--- src/rtl/kmpd_pkg.sv ---
// kmpd_pkg: shared types and constants for the keyboard/mouse packet decoder
// no dependencies; imported by every module of the decoder
package kmpd_pkg;

    typedef enum logic [1:0] {
        ACT_KEY_BYTE = 2'd0,
        ACT_SET_X    = 2'd1,
        ACT_SET_Y    = 2'd2,
        ACT_QUERY    = 2'd3
    } action_t;

    localparam logic [7:0]  MOUSE_HEADER_MIN = 8'd248;
    localparam logic [7:0]  BREAK_CODE_MIN   = 8'd128;
    localparam logic [31:0] POS_RESET        = 32'd128;
    localparam int          KEY_COUNT        = 128;

    localparam logic [1:0] PEND_NONE  = 2'd0;
    localparam logic [1:0] PEND_Y     = 2'd1;
    localparam logic [1:0] PEND_X     = 2'd2;

    typedef struct packed {
        action_t     action;
        logic [7:0]  data_byte;
        logic [31:0] set_value;
    } kmpd_item_t;

    typedef struct packed {
        logic [31:0] pos_x;
        logic [31:0] pos_y;
        logic        left_button;
        logic        key_down;
    } kmpd_result_t;

endpackage

--- src/rtl/kmpd_in_stage.sv ---
// kmpd_in_stage: input register of the decoder, one word deep
// depends on kmpd_pkg for the item type
module kmpd_in_stage
    import kmpd_pkg::*;
(
    input  logic       aclk,
    input  logic       aresetn,
    input  logic       s_valid,
    output logic       s_ready,
    input  kmpd_item_t s_item,
    output logic       item_valid,
    input  logic       item_ready,
    output kmpd_item_t item
);

    logic       valid_reg;
    logic       valid_next;
    kmpd_item_t item_reg;

    // free slot, or the held word leaves this cycle
    assign s_ready = !valid_reg || item_ready;

    always_comb begin
        valid_next = valid_reg;
        if (s_valid && s_ready) begin
            valid_next = 1'b1;
        end else if (item_ready) begin
            valid_next = 1'b0;
        end
    end

    always_ff @(posedge aclk) begin
        if (!aresetn) begin
            valid_reg <= 1'b0;
        end else begin
            valid_reg <= valid_next;
        end
    end

    always_ff @(posedge aclk) begin
        if (s_valid && s_ready) begin
            item_reg <= s_item;
        end
    end

    assign item_valid = valid_reg;
    assign item       = item_reg;

endmodule

--- src/rtl/kmpd_core.sv ---
// kmpd_core: parser state, key map, mouse position and result register
// depends on kmpd_pkg for item/result types and decode constants
module kmpd_core
    import kmpd_pkg::*;
(
    input  logic         aclk,
    input  logic         aresetn,
    input  logic         item_valid,
    output logic         item_ready,
    input  kmpd_item_t   item,
    output logic         m_valid,
    input  logic         m_ready,
    output kmpd_result_t result
);

    logic [KEY_COUNT-1:0] key_map_reg;
    logic [KEY_COUNT-1:0] key_map_next;
    logic [1:0]           bytes_pending_reg;
    logic [1:0]           bytes_pending_next;
    logic [31:0]          mouse_x_reg;
    logic [31:0]          mouse_x_next;
    logic [31:0]          mouse_y_reg;
    logic [31:0]          mouse_y_next;
    logic [1:0]           buttons_reg;
    logic [1:0]           buttons_next;
    logic                 m_valid_reg;
    logic                 m_valid_next;
    kmpd_result_t         result_reg;
    logic                 advance;
    logic [31:0]          delta;
    logic [6:0]           key_idx;

    assign item_ready = !m_valid_reg || m_ready;
    assign advance    = item_valid && item_ready;
    assign delta      = {{24{item.data_byte[7]}}, item.data_byte};
    assign key_idx    = item.data_byte[6:0];

    always_comb begin
        key_map_next       = key_map_reg;
        bytes_pending_next = bytes_pending_reg;
        mouse_x_next       = mouse_x_reg;
        mouse_y_next       = mouse_y_reg;
        buttons_next       = buttons_reg;
        if (advance) begin
            case (item.action)
                ACT_KEY_BYTE: begin
                    if (bytes_pending_reg == PEND_NONE) begin
                        if (item.data_byte >= MOUSE_HEADER_MIN) begin
                            buttons_next       = item.data_byte[1:0];
                            bytes_pending_next = PEND_X;
                        end else if (item.data_byte < BREAK_CODE_MIN) begin
                            key_map_next[key_idx] = 1'b1;
                        end else begin
                            key_map_next[key_idx] = 1'b0;
                        end
                    end else begin
                        if (bytes_pending_reg == PEND_Y) begin
                            mouse_y_next = mouse_y_reg + delta;
                        end else begin
                            mouse_x_next = mouse_x_reg + delta;
                        end
                        bytes_pending_next = bytes_pending_reg - 2'd1;
                    end
                end
                ACT_SET_X: begin
                    mouse_x_next = item.set_value;
                end
                ACT_SET_Y: begin
                    mouse_y_next = item.set_value;
                end
                default: begin
                end
            endcase
        end
    end

    always_comb begin
        m_valid_next = m_valid_reg;
        if (advance) begin
            m_valid_next = 1'b1;
        end else if (m_ready) begin
            m_valid_next = 1'b0;
        end
    end

    always_ff @(posedge aclk) begin
        if (!aresetn) begin
            key_map_reg       <= '0;
            bytes_pending_reg <= PEND_NONE;
            mouse_x_reg       <= POS_RESET;
            mouse_y_reg       <= POS_RESET;
            buttons_reg       <= 2'd0;
            m_valid_reg       <= 1'b0;
        end else begin
            key_map_reg       <= key_map_next;
            bytes_pending_reg <= bytes_pending_next;
            mouse_x_reg       <= mouse_x_next;
            mouse_y_reg       <= mouse_y_next;
            buttons_reg       <= buttons_next;
            m_valid_reg       <= m_valid_next;
        end
    end

    always_ff @(posedge aclk) begin
        if (advance) begin
            result_reg.pos_x       <= mouse_x_next;
            result_reg.pos_y       <= mouse_y_next;
            result_reg.left_button <= buttons_next[1];
            result_reg.key_down    <= key_map_next[key_idx];
        end
    end

    assign m_valid = m_valid_reg;
    assign result  = result_reg;

`ifndef NO_ASSERTIONS
    a_reset_clears: assert property (@(posedge aclk)
        !aresetn |=> !m_valid_reg && bytes_pending_reg == PEND_NONE)
        else $error("state not cleared by reset");

    a_pending_range: assert property (@(posedge aclk) disable iff (!aresetn)
        bytes_pending_reg != 2'd3)
        else $error("packet byte count out of range");

    a_header_starts_packet: assert property (@(posedge aclk) disable iff (!aresetn)
        advance && item.action == ACT_KEY_BYTE && bytes_pending_reg == PEND_NONE
        && item.data_byte >= MOUSE_HEADER_MIN |=> bytes_pending_reg == PEND_X)
        else $error("mouse header did not open a packet");

    a_set_x_result: assert property (@(posedge aclk) disable iff (!aresetn)
        advance && item.action == ACT_SET_X |=> result_reg.pos_x == $past(item.set_value))
        else $error("set x not reflected in result");

    a_query_holds_state: assert property (@(posedge aclk) disable iff (!aresetn)
        advance && item.action == ACT_QUERY |=>
        $stable(mouse_x_reg) && $stable(mouse_y_reg) && $stable(key_map_reg)
        && $stable(bytes_pending_reg))
        else $error("query changed decoder state");
`endif

endmodule

--- src/rtl/keyboard_mouse_packet_decoder_top.sv ---
// keyboard_mouse_packet_decoder_top: top level of the keyboard/mouse decoder
// depends on kmpd_pkg, kmpd_in_stage and kmpd_core
//
// Decodes the keyboard controller byte stream one word at a time and returns
// one result word per input word. Action 0 feeds a controller byte: outside a
// mouse packet, a byte of 248 or more opens a relative mouse packet (low two
// bits latch the buttons, the next two bytes are signed X then Y deltas, both
// positions wrap modulo 2^32); a byte below 128 presses that scan code in the
// 128-key map and 128..247 releases the key in its low seven bits. Actions 1
// and 2 load X or Y directly, action 3 only reads. Every result carries X, Y,
// the left button and the key map bit selected by data_byte[6:0] after the
// word is applied. Positions reset to 128, keys and buttons to zero. Rate: one
// word per cycle while m_ready stays high; an accepted word sits in the input
// register, then the combinational read-modify-write of parser state is
// written into the result register. Both stages hold their word under m_ready
// backpressure, and the input side keeps accepting as long as the result
// register can drain.
module keyboard_mouse_packet_decoder_top
    import kmpd_pkg::*;
(
    input  logic        aclk,
    input  logic        aresetn,
    // input channel
    input  logic        s_valid,
    output logic        s_ready,
    input  logic [1:0]  s_action,
    input  logic [7:0]  s_data_byte,
    input  logic [31:0] s_set_value,
    // result channel
    output logic        m_valid,
    input  logic        m_ready,
    output logic [31:0] m_pos_x,
    output logic [31:0] m_pos_y,
    output logic        m_left_button,
    output logic        m_key_down
);

    kmpd_item_t   s_item;
    kmpd_item_t   item;
    logic         item_valid;
    logic         item_ready;
    kmpd_result_t result;

    // pack the input ports into one word
    always_comb begin
        s_item.action    = action_t'(s_action);
        s_item.data_byte = s_data_byte;
        s_item.set_value = s_set_value;
    end

    // input register
    kmpd_in_stage u_in_stage (
        .aclk       (aclk),
        .aresetn    (aresetn),
        .s_valid    (s_valid),
        .s_ready    (s_ready),
        .s_item     (s_item),
        .item_valid (item_valid),
        .item_ready (item_ready),
        .item       (item)
    );

    // parser state update and result register
    kmpd_core u_core (
        .aclk       (aclk),
        .aresetn    (aresetn),
        .item_valid (item_valid),
        .item_ready (item_ready),
        .item       (item),
        .m_valid    (m_valid),
        .m_ready    (m_ready),
        .result     (result)
    );

    // unpack the result word onto the ports
    assign m_pos_x       = result.pos_x;
    assign m_pos_y       = result.pos_y;
    assign m_left_button = result.left_button;
    assign m_key_down    = result.key_down;

endmodule
--- config.mk ---
export PLATFORM = sky130hd
export DESIGN_NAME = keyboard_mouse_packet_decoder_top
export DESIGN_NICKNAME = d
export VERILOG_FILES = /design/src/rtl/kmpd_pkg.sv /design/src/rtl/kmpd_in_stage.sv /design/src/rtl/kmpd_core.sv /design/src/rtl/keyboard_mouse_packet_decoder_top.sv
export SDC_FILE = /design/constraint.sdc
export NUM_CORES = 1
export LEC_CHECK = 0
export BUFFER_PORTS_ARGS = -buffer_cell sky130_fd_sc_hd__buf_4
export CORE_MARGIN = 4
export CORE_UTILIZATION = 60
export CTS_CLUSTER_SIZE = 8
export DETAILED_ROUTE_END_ITERATION = 10
export GPL_TIMING_DRIVEN = 0
export PLACE_DENSITY = 0.89
export SLEW_MARGIN = 10
export SYNTH_ARGS = -nofsm -noshare
export SYNTH_HDL_FRONTEND = slang
export SYNTH_SLANG_ARGS = --single-unit
--- constraint.sdc ---
create_clock -name aclk -period 4.8 [get_ports aclk]
set_input_delay 0.96 -clock aclk [delete_from_list [all_inputs] [get_ports aclk]]
set_output_delay 0.96 -clock aclk [all_outputs]
set_load 0.005 [all_outputs]
==> metrics.csv <==
metric,value,unit
cts_setup_buffers,0,
p_int,4.70,mW
area_growth,16.0,%
leakage,7.16,nW
cts_inserted_buffers,44,
finalPower,6.47,mW
finalSetupViolCount,0,
status,finished clean,
powerDensity,332,nW/um^2
power.switching,1.77,mW
worstSkewPairLatency,570,ps
power_frac_seq,0.437,
post_cts_resized,0,
grt_usage,0.412,
drv_slew,0,
drv_cap,0,
cp_cell_sequence,buf_2 > inv_1 > clkbuf_1 > fa_1 > nand2b_1 > a21oi_1 > o221ai_1 > a21oi_1 > or4b_2 > a41oi_1 > xor2_1 > a211oi_1,
endpoint_kind,flip-flop,
synth_edf_count,108,
crit_top_cell,a21oi_1,
ys_seq_elements,305,
routabilityCongestion,1.05,
p_clk_frac,0.444,
wl_per_cell,26.6,um
r2r_start,u_in_stage.item[33]$_DFFE_PP_,
final.setup_skew,38.8,ps
r2r_end,u_core.result[50]$_DFFE_PP_,
crit_fanout,11,
critPathBufInv,3,
r2r_slack,80,ps
overflow,0,
row_count,60,
fin_crit_sh,0.982,
finalHoldViolations,0,
largest_reg_flops,128,
viasPerCell,7.06,
synth_top_area_cell,dfxtp_1,
yosysWarnings,0,
synth_top_area_frac,0.235,
finalCoreUtilization,0.715,
drt_iter0_drc,2744,
drtAntennaViolNets,0,
worstPathRequired,5090,ps
rsz0062_at_grt,false,
antenna_found_initial,1,
num_vias,17500,
syn_inst,1914,
yosysMostFrequentCell,a21oi_1,
cts_tree,yes,
fp.dieW,175,um
timing.fmax,0.212,GHz
crit_slowest_cell,clkbuf_1,
floorplan.initialDensity,0.616,
cts_root_buf,clkbuf_16,
diodes,0,
cts.clk_slew.worst_paths,50,ps
synthTopCellsByCount,"244 x a21oi_1, 203 x o21ai_0, 197 x dfxtp_1",
crit_family,compound AO/OA/AOI/OAI gates,
period_needed,4720,ps
finalWirelength,65.8,mm
io_buffers,113,
hold_path_depth,1,
clock-sinks,305,
drc_errors,0,
grt_pass1_vias,16700,
min_to,u_core.key_map_reg[127]$_SDFF_PN0_,
pin_count,114,
async_flop_share,0,
syn_avg_cell_area,8.77,um^2
yosys-top-cells-area,"dfxtp_1 23%, edfxtp_1 19%, a21oi_1 7.3%",
synth_top_flop_cell,dfxtp_1,
syn_area,16800,um^2
synth_nets,2027,
coreArea,27300,um^2
r2r_cells,12,
hpwl,46.8,mm
htree_levels,2,
fin_tns_setup,0,ps
path_class,reg -> reg,
yosysSeqAreaShare,0.428,
die_area,30700,um^2
nNetsFinal,2192,
drive_gt1_frac,0.106,
cts_hold_buf,0,
synth_cell_type_count,85,
hp-class,reg -> reg,
grt_start_max_net_pins,47,
max_slew_margin,0.158,
startpoint_type,flip-flop,
pwr-share-comb,0.119,
grt_pass1_wl,98.1,mm
crit_arrival,5000,ps
worst_pin_slew,1230,ps
cpPeakStageDelay,770,ps
clockBufferDepth,3,
holdCritStartpoint,u_core.key_map_reg[127]$_SDFF_PN0_,
ir_drop,337,uV
fp.dieH,175,um
drt-pass1-iter-count,6,
p_sw_frac,0.273,
hold_ws,467,ps
==> cell families after synthesis <==
kind of cell	count (synthesis)	synth area share
DFF	305	0.428
muxes	28	0.0182
buffers and inverters	149	0.0347
and+or+nand+nor	592	0.180
adders and majority gates	67	0.0508
AOI/OAI and AO/OA	726	0.264
xor gates and xnor gates	47	0.0245
==> cell usage in the layout, fill, tap and decap left out, types with 29 or more instances in the layout <==
master	Yosys	final
buf_4	2	116
o22ai_1	49	49
xnor2_1	31	31
and2_1	54	53
clkbuf_1	99	122
a22oi_1	34	34
nand3_1	50	50
or3_1	102	102
nor3_1	31	29
a21oi_1	244	244
o21ai_0	203	203
dfxtp_1	197	197
ha_1	65	65
nor2_1	129	129
nand2_1	129	129
a21o_1	29	29
clkbuf_16	0	44
edfxtp_1	108	108
==> per-stage QoR <==
| stage | instances | setup slack (ps) | instance area [um^2] |
|---|---|---|---|
| floorplan | 1914 | 1030 | 16800 |
| detailed placement | 2405 | 323 | 18200 |
| finish | 2476 | 84.7 | 19500 |
| CTS | 2476 | 307 | 19500 |
| global route | 2476 | 50.9 | 19500 |
| global placement | 2399 | -499 | 18100 |
==> area by class of cell <==
type / count / area (um^2)
Inverter: 28 / 105
Timing Repair Buffer: 119 / 972
Clock inverter: 4 / 53.8
Buffer: 121 / 480
Tap cell: 372 / 465
Fill cell: 2051 / 7770
Multi-Input combinational cell: 1460 / 9030
Clock buffer: 67 / 1190
Sequential cell: 305 / 7190
==> power groups by stage <==
| stage | logic, mW | registers (mW) | clock network (mW) |
|---|---|---|---|
| finish | 0.770 | 2.83 | 2.87 |
| detailed placement | 0.726 | 2.87 | 0 |
| floorplan | 0.427 | 2.84 | 0 |
| CTS | 0.736 | 2.82 | 2.85 |
| global placement | 0.694 | 2.88 | 0 |
| global route | 0.807 | 2.83 | 2.97 |
==> worst reg2reg max path: stages (launching register included) <==
cell and delay [ps]:
edfxtp_1 560, buf_2 260, inv_1 270, clkbuf_1 770, fa_1 350, nand2b_1 170
a21oi_1 150, o221ai_1 350, a21oi_1 160, or4b_2 630, a41oi_1 260, xor2_1 110
a211oi_1 430
==> layer usage <==
metal,up-vias,GRT usage,part of all wire
met4,2,0.290,0.093
met5,-,0,0.00021
met1,8113,0.507,0.35
met2,1424,0.635,0.43
met3,399,0.102,0.13
li1,7540,-,-
==> worst max-delay path by stage <==
stage | startpoint | to | slack [ps] | cells after the start
final | u_in_stage.item[33]$_DFFE_PP_ | u_core.result[50]$_DFFE_PP_ | 80 | 12
after global routing | u_in_stage.item[33]$_DFFE_PP_ | u_core.mouse_x_reg[16]$_SDFF_PN0_ | 50 | 13
after CTS | u_in_stage.item[33]$_DFFE_PP_ | u_core.result[50]$_DFFE_PP_ | 310 | 12
after global placement | u_in_stage.item[39]$_DFFE_PP_ | u_core.result[0]$_DFFE_PP_ | -500 | 8
after detailed placement | u_in_stage.item[33]$_DFFE_PP_ | u_core.result[50]$_DFFE_PP_ | 320 | 12
after floorplan | u_in_stage.item[39]$_DFFE_PP_ | u_core.result[27]$_DFFE_PP_ | 1030 | 11
No activity file was read; power rests on OpenSTA's default activity.
